[config.mk]
export PLATFORM = sky130hd
export DESIGN_NAME = mlet_eval
export DESIGN_NICKNAME = d
export VERILOG_FILES = /design/src/rtl/mlet_eval.sv
export SDC_FILE = /design/constraint.sdc
export NUM_CORES = 2
export LEC_CHECK = 0
export BUFFER_PORTS_ARGS = -buffer_cell sky130_fd_sc_hd__buf_2
export CORE_AREA = 10 10 246 365
export DETAILED_ROUTE_END_ITERATION = 8
export DIE_AREA = 0 0 256 375
export PLACE_DENSITY = 0.63
export SLEW_MARGIN = 20
export SYNTH_ARGS = -nofsm -noshare
export SYNTH_HDL_FRONTEND = slang
export SYNTH_SLANG_ARGS = --single-unit
[constraint.sdc]
create_clock -name clk -period 10.2 [get_ports clk]
set_clock_uncertainty 0.05 [all_clocks]
set_input_delay 1.02 -clock clk [delete_from_list [all_inputs] [get_ports clk]]
set_output_delay 1.02 -clock clk [all_outputs]
set_load 0.02 [all_outputs]
[src/rtl/mlet_eval.sv]
`default_nettype none

module mlet_eval #(
  parameter int SLOPE_W = 32,
  parameter int ICPT_W  = 48,
  parameter int PT_W    = 10,
  parameter int VAL_W   = 50
) (
  input  wire logic               clk,
  input  wire logic               load,
  input  wire logic               query,
  input  wire logic [SLOPE_W-1:0] new_slope,
  input  wire logic [ICPT_W-1:0]  new_icpt,
  input  wire logic [SLOPE_W-1:0] node_slope,
  input  wire logic [ICPT_W-1:0]  node_icpt,
  input  wire logic [PT_W-1:0]    pt_mid,
  input  wire logic [PT_W-1:0]    pt_left,
  output logic signed [VAL_W-1:0] val_mid,
  output logic signed [VAL_W-1:0] val_left
);

  localparam int PROD_W = SLOPE_W + 1 + PT_W;

  logic signed [SLOPE_W:0]   op_a;
  logic signed [ICPT_W:0]    op_d;
  logic signed [PROD_W-1:0]  prod_mid;
  logic signed [PROD_W-1:0]  prod_left;
  logic signed [ICPT_W:0]    dsum;

  // Query: stored line itself. Insert: new line minus stored line.
  always_comb begin
    if (query) begin
      op_a = $signed({node_slope[SLOPE_W-1], node_slope});
      op_d = $signed({node_icpt[ICPT_W-1], node_icpt});
    end else begin
      op_a = $signed({new_slope[SLOPE_W-1], new_slope})
           - $signed({node_slope[SLOPE_W-1], node_slope});
      op_d = $signed({new_icpt[ICPT_W-1], new_icpt})
           - $signed({node_icpt[ICPT_W-1], node_icpt});
    end
  end

  always_ff @(posedge clk) begin
    if (load) begin
      prod_mid  <= op_a * $signed(pt_mid);
      prod_left <= op_a * $signed(pt_left);
      dsum      <= op_d;
    end
  end

  assign val_mid  = VAL_W'(prod_mid) + VAL_W'(dsum);
  assign val_left = VAL_W'(prod_left) + VAL_W'(dsum);

endmodule

`default_nettype wire

==> reports/results.txt <==
Synth warnings: 0
Vias in the first global route: 32600
Crit-path max FO: 9
Grt total ovfl: 0
Routed vias/inst: 5.40
Crit path buffers/inverters: 8
Clock transition time at the flip-flop clock pins of the worst setup and hold paths: 70 ps
Routed len/inst: 19.0 µm
Period utilization: 91.5%
Vias: 30500
Final hold vios: 0
CP arrival: 9490 ps
Initial antenna violation count: 13
PortBufs: 282
# hold bufs at CTS: 0
Max stage delay on crit path: 570 ps
Worst-Margin Slew: 976 ps
Sequential element share of the synthesized area: 11.0%
CTS Buf Count: 17
CTS sink count: 135
Main synth FF type: edfxtp_1
CP Class: in2reg
HPWL Detailed: 88600 µm
Largest net degree at the start of global routing: 80
CP max-delay cell: fa_1
Max frequency: 107 MHz
Nets: 5621
Async set-reset flop share out of synthesis: 0%
Die area: 96000 µm²
Final WL: 108000 µm
Top delay family on crit path: adder cells
Worst Hold Path Cells: 3
Status: completed
Io pins: 283
Drt first pass iters: 7
Detail Route Antenna Nets: 0
Synth top area cells: fa_1 30%, ha_1 12%, edfxtp_1 11%, inv_1 7.4%, nand2_1 5.3%
Cell variety after synth: 85
Synth top area share: 30.0%
Rel. slew slack: 34.5%
FP Rows: 130
EDFF count, synth: 135
First-pass GRT wire length: 173000 µm
Hold Path Class: in2reg
Yosys top cell by area: fa_1
Final min period: 9340 ps
CP startpoint kind: input port
Layout cells sized above 1: 9.21%
# DRC: 0
Post-layout util: 48.2%
Total of max-cap violations: 0
Post-CTS setup buffer count: 0
Syn-to-layout area delta: 8.45%
Hold Startpoint: node_icpt[9]
Slew Viols, Final: 0
Total track usage: 22.4%
Synth Cell Area: 37000 µm²
CP Capture Type: register
Worst hold path endpoint: dsum[9]
Die W: 256 µm
Final TNS setup: 0 ps
PostCTS Resize Cnt: 0
Syn Inst Count: 4350
Initial Utilization: 44.4%
Final setup viols: 0
Deepest clock path buffer count: 2
Synth Area per Inst: 8.51 µm²
Violation count after the first detailed-route iteration: 1809
Required @ worst endpoint: 10360 ps
H-tree lvl count: 4
Most common cell on crit path: fa_1
#FFs+latches synth: 135
Syn Nets: 5455
CTS tree: yes
GPL Wtd Cong: 0.932
Die H: 375 µm
Core area: 83300 µm²
RSZ-0062 raised after global routing: false
Root Buffer Master: clkbuf_16
## synth_stat cells (11+ instances only)
cell type and count:
o31ai_1 22, o211ai_1 11, nor3_1 45, xor2_1 66, a221oi_1 14, o21bai_1 31, nand3_1 56, o21ai_0 217
nand2_1 525, o21ai_1 16, edfxtp_1 135, clkbuf_1 172, ha_1 368, xnor2_1 166, a211oi_1 19, nand4_1 31
and2_1 250, a21oi_1 246, o21a_1 51, nor2_1 185, a21o_1 131, a31oi_1 20, fa_1 554, nand2b_1 38
nor2b_1 36, inv_1 730, and3_1 29
## registers in the layout (all words and copies together), names as in the netlist
signal,cells
prod_mid,43
prod_left,43
dsum,49
## stage by stage
| stage | area, µm² | hold slack [ps] | instances | setup slack (ps) |
|---|---|---|---|---|
| finish | 40100 | 820 | 5656 | 864 |
| global route | 40100 | 826 | 5655 | 88.0 |
| CTS | 40100 | 783 | 5651 | 906 |
| detailed placement | 39500 | 1280 | 5619 | 406 |
| global placement | 39500 | 1270 | 5619 | 569 |
| floorplan | 37000 | 1080 | 4350 | 1750 |
## final cells by class
type / instances / area, µm²
fillers: 8227 / 43100
multi-input cells: 3295 / 29500
flip-flops and latches: 135 / 4050
inverters: 732 / 2750
repair buffers: 335 / 1820
well taps: 1122 / 1400
clock buffers: 17 / 425
clock inverters: 15 / 163
diodes: 5 / 12.5
## cells in the final DEF, fill, tap and decap left out, drive strengths merged, types with 45 or more instances in the layout
master / Yosys / routed
a21o: 131 / 131
a21oi: 248 / 248
and2: 250 / 250
buf: 15 / 335
edfxtp: 135 / 135
fa: 554 / 554
ha: 368 / 368
inv: 730 / 738
nand2: 525 / 525
nand3: 56 / 56
nor2: 185 / 185
nor3: 45 / 45
o21a: 51 / 51
o21ai: 235 / 235
xnor2: 166 / 166
xor2: 66 / 66
## worst max-delay path by stage
stage	startpoint	endpoint	slack [ps]	cells after the start
after floorplan	new_slope[0]	prod_mid[41]	1750	34
after global placement	new_slope[0]	prod_mid[41]	570	36
after detailed placement	new_slope[0]	prod_mid[41]	410	36
after CTS	new_slope[0]	prod_mid[41]	910	36
after global routing	new_slope[0]	prod_mid[41]	90	36
final	new_slope[0]	prod_mid[41]	860	36
## layer usage
metal / vias to the layer above / wire length [µm] / global-route usage (%)
li1: 14500 / - / -
met1: 14900 / 44500 / 26.9
met2: 899 / 53500 / 40.0
met3: 195 / 5240 / 2.59
met4: 14 / 4130 / 9.35
met5: - / 92 / 0
## logic make-up after synthesis
kind of cell | synth area share [%]
xor+xnor | 5.49
flops | 11.0
mux | 0.399
compound gates | 15.5
fa+ha+maj | 42.4
simple gates | 15.9
buf+inv | 9.36
Power is not shown: default switching activity piles up to over one toggle a cycle in this logic, so the estimate is an artifact.
